$ cat src/hw/rtl/bbe_pkg.sv
// Shared constants, types and the reciprocal table for the 3x3 box blur.
`timescale 1ns / 1ps
package bbe_pkg;

  // Frame geometry
  localparam int MAX_WIDTH = 1024;
  localparam int COL_W     = $clog2(MAX_WIDTH);
  localparam int FW_W      = 11;
  localparam int FH_W      = 16;
  localparam int TAKEN_W   = FW_W;

  // Configuration port
  localparam int CFG_W     = 16;
  localparam int CFG_IDX_W = 1;
  localparam logic [CFG_IDX_W-1:0] REG_FRAME_WIDTH  = 1'b0;
  localparam logic [CFG_IDX_W-1:0] REG_FRAME_HEIGHT = 1'b1;
  localparam logic [FW_W-1:0] FW_RESET = 11'd1024;
  localparam logic [FH_W-1:0] FH_RESET = 16'd768;

  // Request commands
  localparam logic CMD_PIXEL = 1'b0;
  localparam logic CMD_DRAIN = 1'b1;

  // Arithmetic widths
  localparam int CSUM_W      = 10;  // three 8-bit values
  localparam int TSUM_W      = 12;  // nine 8-bit values
  localparam int NUM_W       = 13;  // 2*sum + count
  localparam int CNT_W       = 4;   // neighbor count, 1..9
  localparam int RECIP_W     = 17;
  localparam int RECIP_SHIFT = 17;
  localparam int PROD_W      = NUM_W + RECIP_W;

  // Output queue
  localparam int FIFO_DEPTH = 8;
  localparam int FIFO_AW    = $clog2(FIFO_DEPTH);
  localparam int FIFO_CW    = FIFO_AW + 1;

  typedef struct packed {
    logic [7:0] red;
    logic [7:0] green;
    logic [7:0] blue;
  } pix_t;

  // Window: index [row][col], row 0 on top, col 0 on the left
  typedef pix_t [2:0]     win_row_t;
  typedef win_row_t [2:0] win_t;

  typedef struct packed {
    logic emit;
    logic has_left;
    logic has_right;
    logic has_top;
    logic has_bottom;
    logic last;
  } ctrl_t;

  typedef struct packed {
    pix_t color;
    logic last;
  } res_t;

  // ceil(2^17 / (2*count)); exact floor for every numerator below 4600
  function automatic logic [RECIP_W-1:0] recip(input logic [CNT_W-1:0] cnt);
    logic [RECIP_W-1:0] m;
    case (cnt)
      4'd1:    m = 17'd65536;
      4'd2:    m = 17'd32768;
      4'd3:    m = 17'd21846;
      4'd4:    m = 17'd16384;
      4'd6:    m = 17'd10923;
      4'd9:    m = 17'd7282;
      default: m = 17'd65536;
    endcase
    return m;
  endfunction

endpackage

$ cat src/hw/rtl/bbe_out_fifo.sv
// Small output queue that decouples the pipeline from result back-pressure.
`timescale 1ns / 1ps
module bbe_out_fifo
  import bbe_pkg::*;
(
  input  logic               clk,
  input  logic               rst_n,
  input  logic               push,
  input  res_t               push_data,
  output logic               out_vld,
  input  logic               out_rdy,
  output res_t               out_data,
  output logic [FIFO_CW-1:0] count
);

  res_t               fifo_mem [FIFO_DEPTH];
  logic [FIFO_AW-1:0] wr_ptr_r;
  logic [FIFO_AW-1:0] rd_ptr_r;
  logic [FIFO_CW-1:0] cnt_r;
  logic [FIFO_CW-1:0] cnt_nxt;
  logic               pop;

  assign pop = out_vld && out_rdy;

  always_comb begin
    cnt_nxt = cnt_r;
    if (push && !pop) cnt_nxt = cnt_r + 1'b1;
    if (pop && !push) cnt_nxt = cnt_r - 1'b1;
  end

  // Store pushed results
  always_ff @(posedge clk) begin
    if (push) begin
      fifo_mem[wr_ptr_r] <= push_data;
    end
  end

  // Advance pointers and occupancy
  always_ff @(posedge clk) begin
    if (!rst_n) begin
      wr_ptr_r <= '0;
      rd_ptr_r <= '0;
      cnt_r    <= '0;
    end else begin
      if (push) wr_ptr_r <= wr_ptr_r + 1'b1;
      if (pop)  rd_ptr_r <= rd_ptr_r + 1'b1;
      cnt_r <= cnt_nxt;
    end
  end

  assign out_vld  = (cnt_r != '0);
  assign out_data = fifo_mem[rd_ptr_r];
  assign count    = cnt_r;

endmodule

$ cat config.mk
export PLATFORM = sky130hd
export DESIGN_NAME = bbe_out_fifo
export DESIGN_NICKNAME = d
export VERILOG_FILES = /design/src/hw/rtl/bbe_pkg.sv /design/src/hw/rtl/bbe_out_fifo.sv
export SDC_FILE = /design/constraint.sdc
export NUM_CORES = 1
export LEC_CHECK = 0
export BUFFER_PORTS_ARGS = -buffer_cell sky130_fd_sc_hd__buf_2
export CAP_MARGIN = 20
export CORE_UTILIZATION = 55
export CTS_CLUSTER_SIZE = 16
export DETAILED_ROUTE_END_ITERATION = 10
export PLACE_DENSITY_LB_ADDON = 0.15
export SYNTH_ARGS = -nofsm -noshare
export SYNTH_HDL_FRONTEND = slang
export SYNTH_SLANG_ARGS = --single-unit
$ cat constraint.sdc
create_clock -name clk -period 3.2 [get_ports clk]
set_input_delay 0.16 -clock clk [delete_from_list [all_inputs] [get_ports clk]]
set_output_delay 0.16 -clock clk [all_outputs]
set_load 0.02 [all_outputs]
==> flow_metrics.env <==
export IMPL_die_area_um2=15700
export IMPL_vdd_drop_max_uv=530
export IMPL_p_sw_mw=1.73
export IMPL_die_w_um=125
export IMPL_synth_edf_count=200
export IMPL_numPortBuffers=58
export IMPL_drc=10
export IMPL_io_pins=59
export IMPL_finClkSkew_ns=0.0104
export IMPL_post_cts_buffers=0
export IMPL_ys_seq_area_share_pct=75.1
export IMPL_ys_ff_latch=213
export IMPL_worst_path_largest_cell_delay_ns=0.61
export IMPL_finalWirelength_um=14500
export IMPL_grt_overflow_total=0
export IMPL_root_buffer="clkbuf_16"
export IMPL_cp_end_kind="flop"
export IMPL_p_leak_nw=3.34
export IMPL_antenna_found_initial=0
export IMPL_initial_core_util_pct=57.0
export IMPL_synth_top_cell_by_area="edfxtp_1"
export IMPL_slew_headroom_pct=44.4
export IMPL_violations="design-rule violations"
export IMPL_drv_cap=0
export IMPL_place_gp_congestion=0.749
export IMPL_finalSetupTns_ns=0
export IMPL_vias=3845
export IMPL_nNetsFinal=498
export IMPL_fillers=937
export IMPL_grt_pass1_vias=3954
export IMPL_hold_violations=0
export IMPL_max_freq_mhz=392
export IMPL_final_core_util_pct=67.5
export IMPL_numClockSinks=213
export IMPL_yosysUniqueCellTypes=32
export IMPL_status="complete, but fails checks"
export IMPL_synth_main_ff_cell="edfxtp_1"
export IMPL_synth_area_um2=8340
export IMPL_crit_fanout=7
export IMPL_path_class="flop to flop"
export IMPL_cts_path_max_buffers=3
export IMPL_internal_power_mw=5.28
export IMPL_crit_path_cell_trace="or4_4 > nand2_4 > inv_1 > ha_1 > xor2_1 > ha_1 > a21oi_1 > xor2_1 > or3_1 > a21boi_0"
export IMPL_synth_nets=396
export IMPL_drt_pre_antenna_iters=10
export IMPL_drive_gt1_share_pct=31.7
export IMPL_yosys_cell_count_top_type="edfxtp_1"
export IMPL_power_density_nw_per_um2=709
export IMPL_syn_inst=362
export IMPL_rsz0062_at_grt="no"
export IMPL_min_period_ns=2.55
export IMPL_n_antenna_cell=0
export IMPL_switching_share_pct=24.6
export IMPL_clkTransAtPathRegs_ns=0.06
export IMPL_drt_iter0_drc=275
export IMPL_slew_violations=0
export IMPL_power_frac_seq_pct=46.2
export IMPL_area_growth_pct=18.5
export IMPL_critical_path_top_delay_family="simple AND/OR/NAND/NOR gates"
export IMPL_hold_path_class="input port to flop"
export IMPL_crit_buf_inv=1
export IMPL_ys_top_cells_by_count="edfxtp_1 (200), mux4_1 (40), mux2_2 (26)"
export IMPL_core_um2=14600
export IMPL_cpMaxStageDelayCell="or4_4"
export IMPL_ys_async_sr_fraction_pct=0
export IMPL_avgSynthCellArea_um2=23.0
export IMPL_cp_start_kind="flop"
export IMPL_ys_top_cells_by_area="edfxtp_1 (72%), mux4_1 (13%), mux2_2 (3.5%), dfxtp_1 (3.1%), mux4_2 (2.7%)"
export IMPL_track_usage_pct=19.4
export IMPL_die_y_um=125
export IMPL_p_clk_share_pct=34.6
export IMPL_cts_made_buffers=22
export IMPL_cts_tree="yes"
export IMPL_synth_top_area_share_pct=72.0
export IMPL_ant_nets=0
export IMPL_yosysWarnings=0
export IMPL_dp_hpwl_um=8100
export IMPL_min_period_over_period_pct=79.7
export IMPL_grt_max_degree=31
export IMPL_grt_pass1_wl_um=22600
export IMPL_setup_viol=0
export IMPL_h_tree_depth=1
export IMPL_combPwrFrac_pct=19.2
export IMPL_cp_required_ns=3.61
export IMPL_clock_latency_ns=0.49
export IMPL_cp_arrival_ns=2.96
export IMPL_wl_per_cell_um=21.8
export IMPL_worst_slew_pin_slew_ns=0.833
export IMPL_vias_per_cell=5.80
export IMPL_rows=44
-- power by group through the flow --
stage               sequential, mW  combinational, mW  clock [mW]
finish                        3.23               1.35        2.42
global route                  3.25               1.45        2.57
CTS                           3.24               1.37        2.47
detailed placement            3.29               1.34           0
global placement              3.28               1.32           0
floorplan                     3.28               1.02           0
-- worst paths after layout --
| kind | slack [ns] | to | start | depth (start not counted) |
|---|---|---|---|---|
| setup / recovery | 0.65 | count[2]$_SDFFE_PN0P_ | count[1]$_SDFFE_PN0P_ | 10 |
| hold / removal | 0.02 | count[3]$_SDFFE_PN0P_ | rst_n | 3 |
| setup reg to reg | 0.65 | count[2]$_SDFFE_PN0P_ | count[1]$_SDFFE_PN0P_ | 10 |
| hold reg to reg | 0.49 | count[3]$_SDFFE_PN0P_ | count[3]$_SDFFE_PN0P_ | 2 |
-- flip-flops by register name (all words and copies together) (netlist names), named ones only --
signal / cells
count: 4
fifo_mem: 200
rd_ptr_r: 3
wr_ptr_r: 3
-- worst reg2reg max path, stage by stage (launching register included) --
cell	delay, ns
dfxtp_1	0.37
or4_4	0.61
nand2_4	0.11
inv_1	0.06
ha_1	0.25
xor2_1	0.17
ha_1	0.19
a21oi_1	0.14
xor2_1	0.09
or3_1	0.30
a21boi_0	0.19
-- cell usage in the layout (no fill, tap or decap), types with 3 or more instances in the layout --
cell type,instances
and2_1,4
mux4_2,10
nand2b_1,4
xor2_1,3
mux4_1,40
clkinv_2,3
dfxtp_1,11
dlygate4sd3_1,25
xnor2_1,4
nand2_1,6
mux2i_1,3
buf_2,58
ha_1,5
buf_4,7
nor2_2,6
clkinv_1,3
edfxtp_1,200
clkbuf_8,3
clkbuf_1,5
clkbuf_16,23
mux2_2,26
buf_12,5
-- layout make-up --
cell class / count / area, um2 / share of cell area (%)
sequential: 213 / 6270 / 63.4
timing repair buffer: 95 / 693 / 7.02
clock inverter: 8 / 63.8 / 0.646
inverter: 2 / 7.51 / 0.0760
tap: 184 / 230 / 2.33
multi-input combinational: 130 / 1980 / 20.0
clock buffer: 31 / 636 / 6.43
-- metal layers --
metal  wire length [um]  vias to the layer above  global-route usage (%)  part of all wire (%)
met5                  0                        -                       0                     0
met4                206                        0                    5.74                   1.4
met3                682                       16                    3.12                   4.7
met2               7280                       96                    31.9                    50
met1               6310                     1983                    27.2                    44
li1                   -                     1750                       -                     -
-- stage by stage --
stage	setup WS (ns)	power [mW]	cell area [um2]	cells	hold slack, ns
after global placement	0.785	4.60	8930	599	0.423
after floorplan	0.529	4.30	8340	362	0.259
final	0.649	7.01	9880	663	0.0223
after global routing	0.483	7.27	9880	663	0.0268
after CTS	0.643	7.07	9880	663	0.0130
after detailed placement	0.664	4.63	8930	599	0.434
-- kinds of logic (layout without fill, tap and decap cells) --
kind of cell | Yosys count | in the layout | synth area share, %
AO/OA/AOI/OAI | 6 | 6 | 0.510
XOR/XNOR | 7 | 7 | 0.735
adder cells (fa/ha/maj) | 5 | 5 | 0.750
buffers and inverters | 19 | 136 | 1.43
flip-flops | 213 | 213 | 75.1
multiplexers | 79 | 79 | 19.2
AND/OR/NAND/NOR | 33 | 33 | 2.28
-- timing repair --
item / CTS / global route
hold buffers: 25 / 0
endpoints found under the setup margin: 0 / 0
resized for setup: 0 / 0
endpoints found under the hold margin: 200 / 0
Note: power is estimated with default switching activity, not from simulation.
