File: src/hw/rtl/bbe_pkg.sv
// Shared constants, types and the reciprocal table for the 3x3 box blur.
`timescale 1ns / 1ps
package bbe_pkg;

  // Frame geometry
  localparam int MAX_WIDTH = 1024;
  localparam int COL_W     = $clog2(MAX_WIDTH);
  localparam int FW_W      = 11;
  localparam int FH_W      = 16;
  localparam int TAKEN_W   = FW_W;

  // Configuration port
  localparam int CFG_W     = 16;
  localparam int CFG_IDX_W = 1;
  localparam logic [CFG_IDX_W-1:0] REG_FRAME_WIDTH  = 1'b0;
  localparam logic [CFG_IDX_W-1:0] REG_FRAME_HEIGHT = 1'b1;
  localparam logic [FW_W-1:0] FW_RESET = 11'd1024;
  localparam logic [FH_W-1:0] FH_RESET = 16'd768;

  // Request commands
  localparam logic CMD_PIXEL = 1'b0;
  localparam logic CMD_DRAIN = 1'b1;

  // Arithmetic widths
  localparam int CSUM_W      = 10;  // three 8-bit values
  localparam int TSUM_W      = 12;  // nine 8-bit values
  localparam int NUM_W       = 13;  // 2*sum + count
  localparam int CNT_W       = 4;   // neighbor count, 1..9
  localparam int RECIP_W     = 17;
  localparam int RECIP_SHIFT = 17;
  localparam int PROD_W      = NUM_W + RECIP_W;

  // Output queue
  localparam int FIFO_DEPTH = 8;
  localparam int FIFO_AW    = $clog2(FIFO_DEPTH);
  localparam int FIFO_CW    = FIFO_AW + 1;

  typedef struct packed {
    logic [7:0] red;
    logic [7:0] green;
    logic [7:0] blue;
  } pix_t;

  // Window: index [row][col], row 0 on top, col 0 on the left
  typedef pix_t [2:0]     win_row_t;
  typedef win_row_t [2:0] win_t;

  typedef struct packed {
    logic emit;
    logic has_left;
    logic has_right;
    logic has_top;
    logic has_bottom;
    logic last;
  } ctrl_t;

  typedef struct packed {
    pix_t color;
    logic last;
  } res_t;

  // ceil(2^17 / (2*count)); exact floor for every numerator below 4600
  function automatic logic [RECIP_W-1:0] recip(input logic [CNT_W-1:0] cnt);
    logic [RECIP_W-1:0] m;
    case (cnt)
      4'd1:    m = 17'd65536;
      4'd2:    m = 17'd32768;
      4'd3:    m = 17'd21846;
      4'd4:    m = 17'd16384;
      4'd6:    m = 17'd10923;
      4'd9:    m = 17'd7282;
      default: m = 17'd65536;
    endcase
    return m;
  endfunction

endpackage

File: src/hw/rtl/bbe_avg.sv
// Masked neighbor sums and rounded mean by reciprocal multiply.
`timescale 1ns / 1ps
module bbe_avg
  import bbe_pkg::*;
(
  input  logic  clk,
  input  logic  rst_n,
  input  logic  in_vld,
  input  win_t  win,
  input  ctrl_t ctrl_in,
  output logic  push,
  output res_t  res
);

  logic [2:0][2:0][CSUM_W-1:0] csum_nxt;
  logic [2:0][2:0][CSUM_W-1:0] csum_r;
  logic                        s3_valid_r;
  ctrl_t                       s3_ctrl_r;
  logic [2:0][TSUM_W-1:0]      tsum;
  logic [1:0]                  rows;
  logic [1:0]                  cols;
  logic [CNT_W-1:0]            cnt;
  logic [2:0][NUM_W-1:0]       num_r;
  logic [RECIP_W-1:0]          recip_r;
  logic                        s4_valid_r;
  logic                        s4_last_r;
  logic [2:0][PROD_W-1:0]      prod_r;
  logic                        s5_valid_r;
  logic                        s5_last_r;

  function automatic logic [CSUM_W-1:0] col_sum(input logic [7:0] top, input logic [7:0] mid,
                                                input logic [7:0] bot, input logic use_top,
                                                input logic use_bot);
    logic [CSUM_W-1:0] s;
    s = CSUM_W'(mid);
    if (use_top) s = s + CSUM_W'(top);
    if (use_bot) s = s + CSUM_W'(bot);
    return s;
  endfunction

  // Sum each window column over the rows inside the frame
  always_comb begin
    for (int c = 0; c < 3; c++) begin
      csum_nxt[c][0] = col_sum(win[0][c].red, win[1][c].red, win[2][c].red,
                               ctrl_in.has_top, ctrl_in.has_bottom);
      csum_nxt[c][1] = col_sum(win[0][c].green, win[1][c].green, win[2][c].green,
                               ctrl_in.has_top, ctrl_in.has_bottom);
      csum_nxt[c][2] = col_sum(win[0][c].blue, win[1][c].blue, win[2][c].blue,
                               ctrl_in.has_top, ctrl_in.has_bottom);
    end
  end

  // Combine the columns inside the frame, form 2*sum + count
  always_comb begin
    for (int ch = 0; ch < 3; ch++) begin
      tsum[ch] = TSUM_W'(csum_r[1][ch]);
      if (s3_ctrl_r.has_left)  tsum[ch] = tsum[ch] + TSUM_W'(csum_r[0][ch]);
      if (s3_ctrl_r.has_right) tsum[ch] = tsum[ch] + TSUM_W'(csum_r[2][ch]);
    end
    rows = 2'd1 + 2'(s3_ctrl_r.has_top) + 2'(s3_ctrl_r.has_bottom);
    cols = 2'd1 + 2'(s3_ctrl_r.has_left) + 2'(s3_ctrl_r.has_right);
    cnt  = CNT_W'(rows) * CNT_W'(cols);
  end

  always_ff @(posedge clk) begin
    if (!rst_n) begin
      s3_valid_r <= 1'b0;
      s4_valid_r <= 1'b0;
      s5_valid_r <= 1'b0;
    end else begin
      s3_valid_r <= in_vld;
      s4_valid_r <= s3_valid_r;
      s5_valid_r <= s4_valid_r;
    end
  end

  // Pipeline payload
  always_ff @(posedge clk) begin
    csum_r    <= csum_nxt;
    s3_ctrl_r <= ctrl_in;
    for (int ch = 0; ch < 3; ch++) begin
      num_r[ch]  <= {tsum[ch], 1'b0} + NUM_W'(cnt);
      prod_r[ch] <= PROD_W'(num_r[ch]) * PROD_W'(recip_r);
    end
    recip_r   <= recip(cnt);
    s4_last_r <= s3_ctrl_r.last;
    s5_last_r <= s4_last_r;
  end

  assign push            = s5_valid_r;
  assign res.color.red   = prod_r[0][RECIP_SHIFT +: 8];
  assign res.color.green = prod_r[1][RECIP_SHIFT +: 8];
  assign res.color.blue  = prod_r[2][RECIP_SHIFT +: 8];
  assign res.last        = s5_last_r;

endmodule

File: config.mk
export PLATFORM = sky130hd
export DESIGN_NAME = bbe_avg
export DESIGN_NICKNAME = d
export VERILOG_FILES = /design/src/hw/rtl/bbe_pkg.sv /design/src/hw/rtl/bbe_avg.sv
export SDC_FILE = /design/constraint.sdc
export NUM_CORES = 2
export LEC_CHECK = 0
export BUFFER_PORTS_ARGS = -buffer_cell sky130_fd_sc_hd__buf_2
export CAP_MARGIN = 25
export CELL_PAD_IN_SITES_DETAIL_PLACEMENT = 1
export CELL_PAD_IN_SITES_GLOBAL_PLACEMENT = 1
export CORE_ASPECT_RATIO = 1.5
export CORE_MARGIN = 2
export CORE_UTILIZATION = 52
export DETAILED_ROUTE_END_ITERATION = 10
export GPL_ROUTABILITY_DRIVEN = 0
export PLACE_DENSITY = 0.95
export REMOVE_ABC_BUFFERS = 1
export SETUP_SLACK_MARGIN = 0.05
export SYNTH_ARGS = -nofsm -noshare
export SYNTH_HDL_FRONTEND = slang
export SYNTH_SLANG_ARGS = --single-unit
File: constraint.sdc
create_clock -name clk -period 13.1 [get_ports clk]
set_input_delay 1.31 -clock clk [delete_from_list [all_inputs] [get_ports clk]]
set_output_delay 1.31 -clock clk [all_outputs]
set_load 0.02 [all_outputs]
==> results.yml <==
placed_design:
  hpwl_microns: 79340
  io_buffers: 249
floorplanning:
  initial_utilization_pct: 52.67
  ios: 251
  die_w_microns: 197.9
  die_y_microns: 294.9
  dieArea_sq_mm: 0.05838
  coreArea_sq_mm: 0.05570
  row_count: 106
detailed_routing:
  highest_layer: "met5"
  via_count: 24070
  wl_met1_microns: 33020
  wl_met2_microns: 52730
  dr.first_iter.drc_count: 1327
  wl_per_cell_microns: 24.25
  viasPerCell: 5.840
  dr.pass1.iters: 6
  ant_nets: 0
  met3_length_microns: 4968
  drt-total-wl_microns: 99970
  drc_errors: 0
clock_tree:
  cts_resized: 0
  cts_tree: "built"
  hold_buffers: 0
  clk_path_buf_depth: 2
  htreeDepth: 4
  cts_root_buffer: "clkbuf_16"
  cts.clk_slew.worst_paths_ns: 0.08
  worstSkewPairLatency_ns: 0.50
  cts_setup_buffers: 0
  cts_buffers: 17
  clock_sinks: 169
yosys:
  yosys_warnings: 0
  yosys.area.top_type_share_pct: 30.09
  synthDistinctLibCells: 77
  synthesis.area_sq_mm: 0.02934
  seq_area_frac_synth_pct: 11.53
  yosysTopAreaCell: "fa_1"
  synth_ff_type: "dfxtp_1"
  syn_inst: 3186
  synth_async_sr_flop_share_pct: 0
  synth_area_leaders: "fa_1, ha_1, dfxtp_1"
  syn_area_per_cell_sq_um: 9.209
  ys_seq_elements: 169
  synth_edf_count: 0
worst_hold_path:
  whs_path_depth: 0
  min_path_type: "register to register"
  min_from: "s3_ctrl_r[0]"
  hold_path_end: "s4_last_r"
run_status:
  status: "complete, no violations"
power_and_ir_drop:
  peakVddDrop_v: 0.0001097
  power_switching_uw: 3596
  pwr-share-comb_pct: 78.3
  seqPwrFrac_pct: 13.9
  internal_power_uw: 3081
  cellLeakagePower_uw: 0.01662
  power_density_mw_per_mm2: 209.6
  power_frac_clock_pct: 7.7
  switching_share_pct: 53.86
setup_path:
  path_common_cell: "fa_1"
  crit_buf_inv: 4
  critical_path.cell_chain: "nand2_1 > fa_1 > inv_1 > fa_1 > fa_1 > fa_1 > inv_1 > fa_1 > inv_1 > ha_1 > a21o_1 > a2111o_1 > a2111oi_2 > clkbuf_4 > o31ai_2 > a41o_1 > or4_4 > a31oi_4 > xnor2_1"
  r2r-end: "res[8]"
  worstReg2RegStart: "recip_r[13]"
  required_ns: 13.52
  crit_family: "adder cells"
  crit_fanout: 38
  critPathSlowestCell: "dfxtp_2"
  r2r_slack_ns: 6.16
  crit_path_max_incr_delay_ns: 0.97
  critPathLaunchType: "register"
  cp-end-kind: "register"
  worstPathArrival_ns: 7.36
  reg2reg_depth: 19
  worstSetupPathType: "register to register"
timing:
  drv_slew: 0
  fin_crit_sh_pct: 52.97
  rsz0062_at_grt: "false"
  fin_skew_ns: 0.02221
  relSlewSlack_pct: 24.56
  min_period_ns: 6.939
  hold_viol: 0
  fmax_mhz: 144.1
  worstMarginPinSlew_ns: 1.130
  setup_tns_ns: 0
  setup_viol: 0
  worst_hold_slack_ns: 0.3384
global_routing:
  gr-total-overflow: 0
  antenna_found_initial: 10
  grt_max_degree: 73
  grt.total_usage_pct: 35.38
  grt_first_pass_wirelength_microns: 155700
  grt_pass1_vias: 28570
run:
  maxCapViolCount: 0
layout:
  drive_gt1_share_pct: 13.37
  final_core_util_pct: 57.19
  nNetsFinal: 4437
  seqCellArea_sq_mm: 0.003385
  multi_input_area_sq_mm: 0.02297
  area_growth_pct: 8.576
  fillers: 6514
[through the flow]
stage | total power, uW | instance area, sq um | std cells | setup slack, ns
3_5_place_dp | 5919 | 31280 | 4081 | 6.187
5_1_grt | 7220 | 31850 | 4119 | 6.041
4_1_cts | 6599 | 31830 | 4112 | 6.118
2_1_floorplan | 4303 | 29060 | 3118 | 7.088
6_report | 6677 | 31860 | 4122 | 6.161
3_3_place_gp | 5315 | 31280 | 4081 | 6.465
[layout by cell type (no fill, tap or decap), types with 4 or more instances in the layout]
master / netlist / routed
nand2_1: 203 / 203
o21ai_1: 7 / 7
inv_1: 721 / 721
o211ai_1: 10 / 10
dfxtp_1: 169 / 168
mux2i_1: 12 / 12
fa_1: 441 / 441
ha_1: 372 / 372
a21oi_1: 164 / 164
o31a_1: 4 / 4
a211o_1: 4 / 4
nand2b_1: 10 / 10
xnor2_1: 152 / 152
and2_1: 119 / 119
o31ai_1: 7 / 7
nor2b_1: 31 / 31
nor3_1: 24 / 24
buf_4: 1 / 14
or3_1: 4 / 4
clkbuf_16: 0 / 17
o21a_1: 44 / 44
o21ai_0: 76 / 76
nor3b_1: 17 / 17
a211oi_1: 16 / 16
xor2_1: 67 / 67
a31oi_1: 7 / 7
nand3b_1: 5 / 5
nor2_1: 115 / 115
or2_2: 5 / 5
mux2_2: 144 / 144
diode_2: 0 / 9
nand3_1: 15 / 15
a21o_1: 42 / 42
buf_2: 2 / 247
o21bai_1: 49 / 49
or4_1: 4 / 4
inv_6: 0 / 7
[state kept, by name, summed over array words and instances, names as in the netlist]
name / flops
recip_r: 8
s3_valid_r: 1
push: 1
csum_r: 90
num_r: 37
s4_valid_r: 1
s5_last_r: 1
s3_ctrl_r: 5
res: 24
s4_last_r: 1
[cell usage after synthesis, types with 12 or more instances]
library cell,n
xnor2_1,152
and2_1,119
o21ai_0,76
nor2_1,115
dfxtp_1,169
a21oi_1,164
nor3b_1,17
mux2i_1,12
o21bai_1,49
fa_1,441
mux2_2,144
a211oi_1,16
a21o_1,42
nor3_1,24
ha_1,372
inv_1,721
clkbuf_1,58
nor2b_1,31
nand3_1,15
xor2_1,67
o21a_1,44
nand2_1,203
[cell families after synthesis]
kind of cell | count (synthesis) | synth area share [%]
adders and majority gates | 813 | 45.96
buffers and inverters | 789 | 10.19
and+or+nand+nor | 569 | 9.544
AOI/OAI and AO/OA | 470 | 10.26
xor gates and xnor gates | 219 | 6.538
DFF | 169 | 11.53
muxes | 157 | 5.975
[routing by layer]
layer | vias to the layer above | track usage [%]
li1 | 10510 | -
met3 | 527 | 6.545
met2 | 995 | 65.28
met5 | - | 0
met1 | 12040 | 34.06
met4 | 6 | 28.72
[power groups by stage]
stage / Clock, uW / Sequential (uW) / Combinational (uW)
2_1_floorplan: 0 / 886 / 3420
3_3_place_gp: 0 / 908 / 4410
3_5_place_dp: 0 / 924 / 5000
4_1_cts: 516 / 918 / 5160
5_1_grt: 536 / 940 / 5740
6_report: 517 / 931 / 5230
[area by class of cell]
cell class / count / area share (%)
Timing Repair Buffer: 262 / 4.234
Multi-Input combinational cell: 2228 / 72.09
Clock buffer: 19 / 1.390
Tap cell: 702 / 2.757
Inverter: 721 / 8.496
Antenna cell: 9 / 0.07070
Sequential cell: 169 / 10.62
Clock inverter: 12 / 0.3339
[worst max-delay path by stage]
stage / from / end / slack (ns) / cells past startpoint
floorplan: recip_r[13] / res[8] / 7.09 / 18
global placement: recip_r[13] / res[8] / 6.46 / 18
detailed placement: recip_r[13] / res[8] / 6.19 / 18
CTS: recip_r[13] / res[8] / 6.12 / 18
global route: recip_r[13] / res[8] / 6.04 / 19
finish: recip_r[13] / res[8] / 6.16 / 19
Power figures use the tool's default switching activity.
